<file path="src/rtl/mi4_pkg.sv">
// package for the 4x4 matrix inverse block
// shared widths and defaults; no dependencies
package mi4_pkg;
  localparam int FRAC_BITS_DEFAULT = 16;
  localparam int ELEM_W = 32;
  localparam int IDX_W = 4;
  localparam int NUM_ELEM = 16;
  localparam int TRIP_W = 3 * ELEM_W;
  localparam int COF_W = TRIP_W + 3;
  localparam int DET_W = COF_W + ELEM_W + 2;
  localparam int NUM_W = COF_W + 2 * 24 + 2;
endpackage

</file>
<file path="src/rtl/mi4_divider.sv">
// restoring divider: magnitude quotient of num by den, one bit per cycle
// depends on mi4_pkg
module mi4_divider (
  input  logic                        clk,
  input  logic                        rst,
  input  logic                        go,
  input  logic [mi4_pkg::NUM_W-1:0]   num,
  input  logic [mi4_pkg::DET_W:0]     den,
  output logic                        done,
  output logic [mi4_pkg::NUM_W-1:0]   quo
);
  localparam int CW = $clog2(mi4_pkg::NUM_W + 1);
  logic [mi4_pkg::NUM_W-1:0] nsh;
  logic [mi4_pkg::DET_W+1:0] rem;
  logic [mi4_pkg::DET_W+1:0] trial;
  logic [CW-1:0] cnt;
  logic run;

  assign trial = {rem[mi4_pkg::DET_W:0], nsh[mi4_pkg::NUM_W-1]};

  always_ff @(posedge clk) begin
    done <= 1'b0;
    if (rst) begin
      run <= 1'b0;
    end else if (go) begin
      run <= 1'b1;
      nsh <= num;
      rem <= '0;
      quo <= '0;
      cnt <= CW'(mi4_pkg::NUM_W);
    end else if (run) begin
      nsh <= nsh << 1;
      if (trial >= {1'b0, den}) begin
        rem <= trial - {1'b0, den};
        quo <= {quo[mi4_pkg::NUM_W-2:0], 1'b1};
      end else begin
        rem <= trial;
        quo <= {quo[mi4_pkg::NUM_W-2:0], 1'b0};
      end
      cnt <= cnt - 1'b1;
      if (cnt == CW'(1)) begin
        run <= 1'b0;
        done <= 1'b1;
      end
    end
  end
endmodule

</file>
<file path="config.mk">
export PLATFORM = sky130hd
export DESIGN_NAME = mi4_divider
export DESIGN_NICKNAME = d
export VERILOG_FILES = /design/src/rtl/mi4_pkg.sv /design/src/rtl/mi4_divider.sv
export SDC_FILE = /design/constraint.sdc
export NUM_CORES = 1
export LEC_CHECK = 0
export BUFFER_PORTS_ARGS = -buffer_cell sky130_fd_sc_hd__buf_2
export CAP_MARGIN = 40
export CELL_PAD_IN_SITES_DETAIL_PLACEMENT = 0
export CELL_PAD_IN_SITES_GLOBAL_PLACEMENT = 1
export CORE_MARGIN = 5
export CORE_UTILIZATION = 49
export DETAILED_ROUTE_END_ITERATION = 16
export PLACE_DENSITY = 0.88
export SLEW_MARGIN = 25
export SYNTH_ARGS = -nofsm -noshare
export SYNTH_HDL_FRONTEND = slang
export SYNTH_SLANG_ARGS = --single-unit
</file>
<file path="constraint.sdc">
create_clock -name clk -period 38.7 [get_ports clk]
set_input_delay 0 -clock clk [delete_from_list [all_inputs] [get_ports clk]]
set_output_delay 0 -clock clk [all_outputs]
set_load 0.02 [all_outputs]
</file>
======== Word-level counts from Yosys, hierarchy flattened ========
Cells that the tools add are included.
storage, ports and cells
  bits in registers ....................... 442
cells by class
  equality and inequality tests ........... 1
  magnitude comparators ................... 1
  reduce and logical (&&, ||, !) cells .... 3
  mux-type cells .......................... 11
  bitwise gates (word level) .............. 2
  add/sub/neg operators ................... 2
operators with widths
  cell                 count
  $mux 149             3
  $mux 134             2
  $ge 135x134->1       1
  $sub 134x134->134    1
  $eq 8x1->1 const B   1
  $mux 8               1
  $sub 8x1->8 const B  1
  $mux 1               5
  $reduce_or 3->1      1
  $not 1->1            2
  $reduce_and 2->1     1
  $reduce_bool 2->1    1

======== Depth between registers and ports, before layout ========
Gate-level depths: netlist of run 1.
  depth after elaboration ................. 4
  mapped depth ............................ 15
  depth with buffers taken out ............ 15

======== Least setup slack after synthesis of run 1 ========
OpenSTA, ideal clock, no wires.
  path kind ............................... input to register
  start ................................... in go
  end ..................................... reg cnt[0], enable pin
  stages .................................. 5
  setup time .............................. 1.252 ns
  arrival time ............................ 18.986 ns
  buffers on the path ..................... 3
  slack ................................... 18.463 ns
  cells stage by stage .................... clkbuf_1 -> clkbuf_1 -> clkbuf_1 -> nor2_1 -> nor2_1
between the ends
  longest elaborated chain between the ends .. 2
RTL lines
  item                         line               RTL
  start, declared              mi4_divider.sv:6   input logic go,
  $reduce_bool 2->1 (no line)  -
  $reduce_and 2->1 (no line)   -
  end signal, assigned         mi4_divider.sv:30  cnt <= CW'(mi4_pkg::NUM_W);
  end signal, assigned         mi4_divider.sv:40  cnt <= cnt - 1'b1;
  end, declared                mi4_divider.sv:16  logic [CW-1:0] cnt;
No other way between the ends.
A chain may end at the register's enable or synchronous reset.

======== Worst setup path in the final report of run 1 ========
  start ................................... reg rem[6] (netlist bit)
  end ..................................... reg rem[118] (netlist bit), data pin
between the ends
  longest elaborated chain between the ends .. 3
  elaborated cells on any way between the ends .. 4
  those cells by class .................... add/sub (1); order compare (1); mux (2)
RTL lines
  item                                                 line                                  RTL
  start, declared                                      mi4_divider.sv:14                     logic [mi4_pkg::DET_W+1:0] rem;
  start signal, assigned                               mi4_divider.sv:34                     rem <= trial - {1'b0, den};
  start signal, assigned                               mi4_divider.sv:37                     rem <= trial;
  $sub 134x134->134 or $ge 135x134->1 (tied branches)  mi4_divider.sv:34, mi4_divider.sv:33
  $mux 134 *                                           mi4_divider.sv:33                     if (trial >= {1'b0, den}) begin
  $mux 134 *                                           mi4_divider.sv:31                     end else if (run) begin
Every way passes the cells marked *; elsewhere a longest branch is shown, timed or not. The select of a mux whose other input is x is not followed.

==> results by group, run 1 <==
Run status
  • Status: finished clean

Yosys
  • Top cell type's share of synthesized area: 0.4833
  • Seq/Total Area, Yosys: 0.4847
  • Post-synthesis register bit count: around 440
  • Synth area leader: edfxtp_1
  • Top post-synthesis cells by area: edfxtp_1 (48%), ha_1 (6.2%), mux2_2 (6.2%)
  • Post-synth EDFFs: 440
  • Yosys synthesis warning count: 0
  • Synthesized net count: 3052
  • Yosys cell types: 76
  • Synth Instances: between 2000 and 3000
  • Most common flop cell mapped by yosys: edfxtp_1
  • Mapped Area: ~27000 µm²
  • Async S/R FF share, synth: 0
  • Post-Syn Area per Cell: 10.40 µm²

Power and ir drop
  • Share of total power in combinational logic: 0.266
  • Sequential power share: 0.399
  • Clk pwr share: 0.334
  • Leak Pwr: 13.80 nW
  • Net Sw Frac: 0.3136
  • P_int: 1.023 mW
  • VDD IR-drop max: between 0.04 and 0.05 mV
  • Sw Pwr: 0.4673 mW
  • Cell Pwr Density: 44.52 nW/µm²

Clock tree
  • CTS buffer count: 50
  • Clock-pin slew on the worst setup and hold paths: approximately 60 ps
  • Root Buffer: clkbuf_16
  • CTS tree: done
  • Worst-Skew Late Latency: 620 ps
  • Max clock buf depth: 3
  • H-tree depth: 2
  • TritonCTS Sinks: ~440

Timing
  • Post-route setup TNS: 0 ps
  • F_max: 0.2109 GHz
  • Tcrit/Tclk final: 0.1225
  • Final hold violations: 0
  • Clock Skew: just over 40 ps
  • Worst slew pin tran: 999.6 ps
  • Setup WS post-layout: 33960 ps
  • RSZ-0062 raised after global routing: false
  • Max_slew headroom: 0.3336
  • Max Slew Vio Count: 0
  • Endpoints failing setup: 0
  • Post-route minimum period: 4741 ps

Routing
  • Vias per cell: around 5.7
  • Total wire length: 82.87 mm
  • DRT Pass-1 Iters: 6
  • Vias: 22663
  • Initial DRC Count: 1819
  • Remaining antenna violation count after routing: 0
  • DR WL/cell: 20.93 µm
  • Post-route DRC: 0

Critical path
  • CP cell instances: ha_1 -> and3_1 -> o21ai_0 -> a211oi_1 -> o21bai_1 -> a21o_1 -> a21oi_1 -> o21ai_1 -> o31ai_4 -> buf_12 -> nor2_2 -> buf_4 -> and2_1 -> or3b_1
  • CP Buf/Inv Count: 2
  • Required time worst endpoint: 39060 ps
  • Worst path slowest cell: buf_12
  • Top Family by Delay on Critical Path: compound AO/OA/AOI/OAI gates
  • Crit path largest cell delay: 690 ps
  • Worst setup SP type: register
  • Max FO, Critical Path: around 170
  • CP arrival: 5100 ps
  • CP Class: register to register
  • CP endpoint kind: register

Floorplan
  • Row count: 86
  • Initial Utilization: 0.4953
  • Die Wd: 246.2 µm
  • Die area: 60620 µm²
  • Ports: 436
  • Die Y: approximately 250 µm
  • Core area: 55200 µm²

GRT
  • First-pass GRT wire length: between 100 and 150 mm
  • Largest net degree at the start of global routing: 210
  • Overflow after GRT: 0
  • Total GRT Usage: 0.2622
  • Vias in the first global route: 22675
  • Initial antenna violation count: 22

Placed design
  • Port bufs: 435
  • Worst slack at placement: approximately 34000 ps
  • Routability Congestion: 0.9469
  • HPWL after DPL: 58.56 mm

Flow run
  • Max-Cap Viols: 0

Layout
  • Layout cells sized above 1: 0.2182
  • Nets: 3578
  • Area grow syn2layout: 22.40%

Worst hold path
  • Hold/Removal Path Class: input port to register
[through the flow]
stage | utilization | cell area [µm²] | hold slack (ps) | cells | total power [mW]
6_report | 0.6063 | 33470 | 88.93 | 3959 | 1.490
5_1_grt | 0.6059 | 33440 | 152.0 | 3950 | 1.558
4_1_cts | 0.6047 | 33380 | 77.37 | 3941 | 1.486
3_5_place_dp | 0.5463 | 30160 | 250.4 | 3697 | 0.9776
3_3_place_gp | 0.5459 | 30140 | 228.5 | 3696 | 0.9716
2_1_floorplan | - | 27340 | 78.47 | 2629 | 0.8878
[synthesized netlist by cell type, types with 3 or more instances]
library cell,instances
o21ai_0,125
o21ai_1,4
xor2_1,46
edfxtp_1,440
o21a_1,21
buf_1,8
o22ai_1,8
o21bai_1,52
o221a_2,3
nor3_1,33
a211oi_1,44
nand3b_1,3
mux2_2,150
o31ai_1,10
nor2b_1,159
a21boi_0,9
or3_1,14
nand2b_1,13
nand2_1,163
and3_1,8
xnor2_1,76
buf_2,3
nand4_1,77
a21o_1,49
nor2_1,221
a21oi_1,216
nand3_1,18
a221oi_1,6
or2_2,9
inv_1,190
nor4_1,14
a31oi_1,23
ha_1,136
o211ai_1,7
a22o_1,3
a2111oi_0,3
or4_1,4
and4_1,4
and2_1,15
clkbuf_1,115
a211o_1,3
a41oi_1,3
mux2i_1,73
[worst reg2reg max path, delay by kind of cell (launching register included)]
| family | cells | cell delay (ps) |
|---|---|---|
| AOI/OAI and AO/OA | 7 | 1950 |
| adders and majority gates | 1 | 400 |
| buffers and inverters | 2 | 930 |
| DFF | 1 | 410 |
| and+or+nand+nor | 4 | 790 |
[cell usage in the layout, fill, tap and decap left out, drive strengths merged, types with 9 or more instances in the layout]
cell type    Yosys  routed
ha             136     136
nand3           18      18
or2              9       9
buf             11     448
a21o            49      49
o21bai          52      52
o21ai          129     129
clkbuf         115      60
dlygate4sd3      0     152
a21oi          217     217
a211oi          45      45
o21a            21      21
nor2b          159     159
nand4           77      77
xnor2           76      76
mux2i           73      73
nor4            14      14
edfxtp         440     440
mux2           150     150
nand2b          13      13
nand2          163     163
diode            0      16
inv            191     192
o31ai           10      10
or3             14      14
a31oi           23      23
a21boi          10      10
nor3            33      33
nor2           221     221
clkinv           0      21
and2            16      16
xor2            46      46
[area by class of cell]
class                   instances  area [µm²]
repair buffers                600        3901
multi-input cells            1870       12920
clock buffers                  60        1289
inverters                     191       716.9
fillers                      4484       21730
clock inverters                32       411.6
well taps                     748       935.9
diodes                         16       40.04
flip-flops and latches        442       13250
[final timing paths]
check,start,to,slack [ps],cells past startpoint
max,rem[6],rem[118],33960,14
max reg2reg,rem[6],rem[118],33960,14
min reg2reg,run,done,550,1
min,den[1],rem[1],90,5
[kinds of logic after synthesis]
group / synth area share
flops: 0.4847
fa+ha+maj: 0.06297
xor+xnor: 0.03908
compound gates: 0.1427
buf+inv: 0.04366
mux: 0.08850
simple gates: 0.1384
[state kept, by name, summed over array words and instances, names as in the netlist]
signal	flops
nsh	149
quo	149
rem	134
cnt	8
done	1
run	1
[power by group through the flow]
stage	clock network [mW]	registers (mW)	logic, mW
floorplan	0	0.628	0.260
global placement	0	0.602	0.370
detailed placement	0	0.603	0.375
CTS	0.502	0.594	0.390
global route	0.527	0.598	0.432
finish	0.498	0.595	0.397
[per-layer routing]
metal  global-route usage  wire, µm  vias up
met3              0.06791      7138      171
met2               0.4253     38670      974
li1                     -         -    10674
met1               0.3469     34290    10828
met4              0.08418      2650       16
met5                    0       128        -
[timing repair]
item / in CTS / in global routing
gates resized for setup: 0 / 0
setup endpoints to repair: 0 / 0
hold buffers: 152 / 0
buffers inserted: 0 / 0
hold endpoints to repair: 202 / 0
Power figures use the tool's default switching activity.
==> inputs of run 2 (changes only) <==
--- a/config.mk
+++ b/config.mk
@@ -10,9 +10,9 @@
 export CELL_PAD_IN_SITES_DETAIL_PLACEMENT = 0
 export CELL_PAD_IN_SITES_GLOBAL_PLACEMENT = 1
 export CORE_MARGIN = 5
-export CORE_UTILIZATION = 49
+export CORE_UTILIZATION = 45
 export DETAILED_ROUTE_END_ITERATION = 16
-export PLACE_DENSITY = 0.88
+export PLACE_DENSITY = 0.82
 export SLEW_MARGIN = 25
 export SYNTH_ARGS = -nofsm -noshare
 export SYNTH_HDL_FRONTEND = slang
==> constraint.sdc (replaced) <==
create_clock -name clk -period 4.6 [get_ports clk]
set_input_delay 0 -clock clk [delete_from_list [all_inputs] [get_ports clk]]
set_output_delay 0 -clock clk [all_outputs]
set_load 0.02 [all_outputs]
==> run 2 against run 1 <==
Effect of this change:
- die area grew 8.5%
- count of clock-buffer cells in the layout grew 8
- clock skew grew 6.7 ps
- first-iteration DRC count shrank 9.1%
- cell area grew 1.0%
- critical endpoint is now rem[132]
- utilization shrank 4.5 points
- register-to-register slack lost 34000 ps
- cell count grew 1.6%
- non-clock buffer count grew 33
- critical path type unchanged
==> results by group, run 2 (same netlist as run 1, synthesis figures left out) <==
Worst hold path
  • Hold Startpoint: den[128]
  • Worst hold endpoint: rem[128]
  • Hold/Removal Path Class: input port to register
  • WHS Path Cells: 5 (unchanged)

Placed design
  • Port bufs: 435 (unchanged)
  • Routability Congestion: 0.9472 (about the same)
  • HPWL after DPL: 58.29 mm (-0.46%)
  • Post-Place Cell Area: 30410 µm² (+0.85%)
  • Dpl cells: 3759 (+1.7%)

Layout
  • Fin cells: 4022 (+1.6%)
  • Area grow syn2layout: 23.68%
  • Layout cells sized above 1: 0.2270 (+0.008880)
  • Most common cell after layout, fill and taps aside: edfxtp_1
  • Fillcell total: 5166 (+15%)
  • Most frequent cells in the layout: edfxtp_1 (440), buf_2 (434), nor2_1 (219), a21oi_1 (215), inv_1 (190)
  • Nets: 3614 (+1.0%)
  • Final Cell Area: 33810 µm² (+1.0%)
  • Top Registers: nsh x149, quo x149, rem x134

Critical path
  • CP Class: register to register
  • Max FO, Critical Path: 4 (-98%)
  • Required time worst endpoint: 5060 ps (-34000 ps)
  • Worst setup SP type: register
  • Cell depth of the worst flop-to-flop path: 16 (+2)
  • CP arrival: 4800 ps (-300 ps)
  • R2R Path End: rem[132]
  • FF-to-FF Start: nsh[148]
  • CP endpoint kind: register
  • Flop2flop setup slack: 260 ps (-33700 ps)

Timing
  • Clock Skew: 47.04 ps (+6.678 ps)
  • Tcrit/Tclk final: 0.9433 (+0.8208)
  • Endpoints failing setup: 0 (unchanged)
  • Max_slew headroom: 0.3541 (+0.02053)
  • Post-route minimum period: 4339 ps (-402.1 ps)
  • F_max: 0.2305 GHz (+9.3%)
  • Worst slew pin tran: 968.8 ps (-30.79 ps)
  • Max Slew Vio Count: 0 (unchanged)
  • Final hold violations: 0 (unchanged)

Routing
  • Vias per cell: 5.586 (-2.4%)
  • Remaining antenna violation count after routing: 0 (unchanged)
  • Post-route DRC: 0 (unchanged)
  • Total wire length: 82.80 mm (about the same)
  • Vias: 22467 (-0.86%)
  • Initial DRC Count: 1654 (-9.1%)
  • DRT Pass-1 Iters: 5 (-1)
  • DR WL/cell: 20.59 µm (-1.7%)

GRT
  • Initial antenna violation count: 16 (-27%)
  • First-pass GRT wire length: 128.3 mm (+1.0%)
  • Total GRT Usage: 0.2394 (-0.02278)
  • Vias in the first global route: 22833 (+0.70%)
  • Overflow after GRT: 0 (unchanged)
  • Largest net degree at the start of global routing: 189 (-10%)

Flow run
  • Max-Cap Viols: 0 (unchanged)

Floorplan
  • Ports: 436 (unchanged)
  • Row count: 90 (+4.7%)
  • Die Wd: 256.5 µm (+4.2%)
  • Core area: 60250 µm² (+9.1%)
  • Die area: 65790 µm² (+8.5%)
  • Initial Utilization: 0.4538 (-0.04148)
  • Die Y: 256.5 µm (+4.2%)

Clock tree
  • TritonCTS Sinks: 442 (unchanged)
  • CTS tree: done
  • Max clock buf depth: 3 (unchanged)
  • H-tree depth: 2 (unchanged)
  • Root Buffer: clkbuf_16
  • Worst-Skew Late Latency: 630 ps (about the same)
  • Clock-pin slew on the worst setup and hold paths: 60 ps (about the same)
  • CTS buffer count: 53 (+6.0%)

Power and ir drop
  • VDD IR-drop max: 0.3500 mV (+680%)
  • Cell Pwr Density: 373.9 nW/µm² (+740%)
  • Power after layout: 12.64 mW (+750%)
  • Leak Pwr: 13.97 nW (+1.2%)

Run status
  • Status: finished clean
[run 2: cell count changes in the layout (fill, tap and decap cells not counted), sizes merged]
cell / before / now
buf: 448 / 480
diode: 16 / 7
clkbuf: 60 / 68
clkinv: 21 / 16
inv: 192 / 194
bufinv: 7 / 6
clkinvlp: 3 / 4
dlygate4sd3: 152 / 153
[run 2: power breakdown]
| group | internal, mW | total (mW) | switching, mW |
|---|---|---|---|
| clock | 2.48 | 4.27 | 1.79 |
| sequential | 4.86 | 5.01 | 0.153 |
| combinational | 1.38 | 3.37 | 1.99 |
[run 2: timing repair]
action,4_1_cts,5_1_grt
gates resized for setup,2,8
endpoints found under the setup margin,5,8
hold buffers,153,0
pin swaps,0,6
buffers inserted,0,5
gates cloned,0,0
endpoints found under the hold margin,191,0
[run 2: per-layer routing]
metal	GRT usage	part of all wire	vias to the layer above
met2	0.4105	0.48	783
met5	0	0.0013	-
met1	0.3112	0.43	10793
met4	0.06084	0.024	16
li1	-	-	10730
met3	0.05165	0.067	145
[run 2: layout make-up]
type / instances / area, µm² / share of cell area
flip-flops and latches: 442 / 13250 / 0.3919
clock buffers: 68 / 1383 / 0.04089
repair buffers: 633 / 4139 / 0.1224
multi-input cells: 1870 / 12970 / 0.3837
diodes: 7 / 17.52 / 0.0005180
well taps: 782 / 978.4 / 0.02894
inverters: 191 / 716.9 / 0.02120
clock inverters: 29 / 352.8 / 0.01043
[run 2: worst max path at each step]
stage / startpoint / end / slack (ps)
final: nsh[148] / rem[132] / 260
after global routing: nsh[148] / rem[132] / -6
after CTS: nsh[148] / rem[118] / 90
after detailed placement: nsh[148] / rem[118] / -200
after global placement: nsh[148] / rem[118] / -180
after floorplan: go / cnt[0] / -2750
[run 2: worst max-delay path, cell delays in order (launching register included)]
cell and delay (ps):
edfxtp_1 400, inv_1 80, ha_1 160, inv_1 60, fa_2 360, nand3_2 120, a2111oi_4 90, o41a_1 490
a221o_1 420, a222oi_1 370, buf_4 200, o21bai_1 90, a211oi_2 370, o21ai_2 130, a311o_1 340, a2111oi_4 360
a211o_1 140
[run 2: through the flow]
stage | worst slack, ps | hold WS, ps | TNS [ps] | utilization
global placement | -182.2 | 229.4 | -344.7 | 0.5047
CTS | 91.59 | 28.87 | 0 | 0.5592
global route | -5.504 | 125.8 | -5.504 | 0.5612
detailed placement | -198.9 | 237.6 | -434.3 | 0.5048
finish | 260.7 | 96.32 | 0 | 0.5613
floorplan | -2753 | 78.47 | -1211140 | -
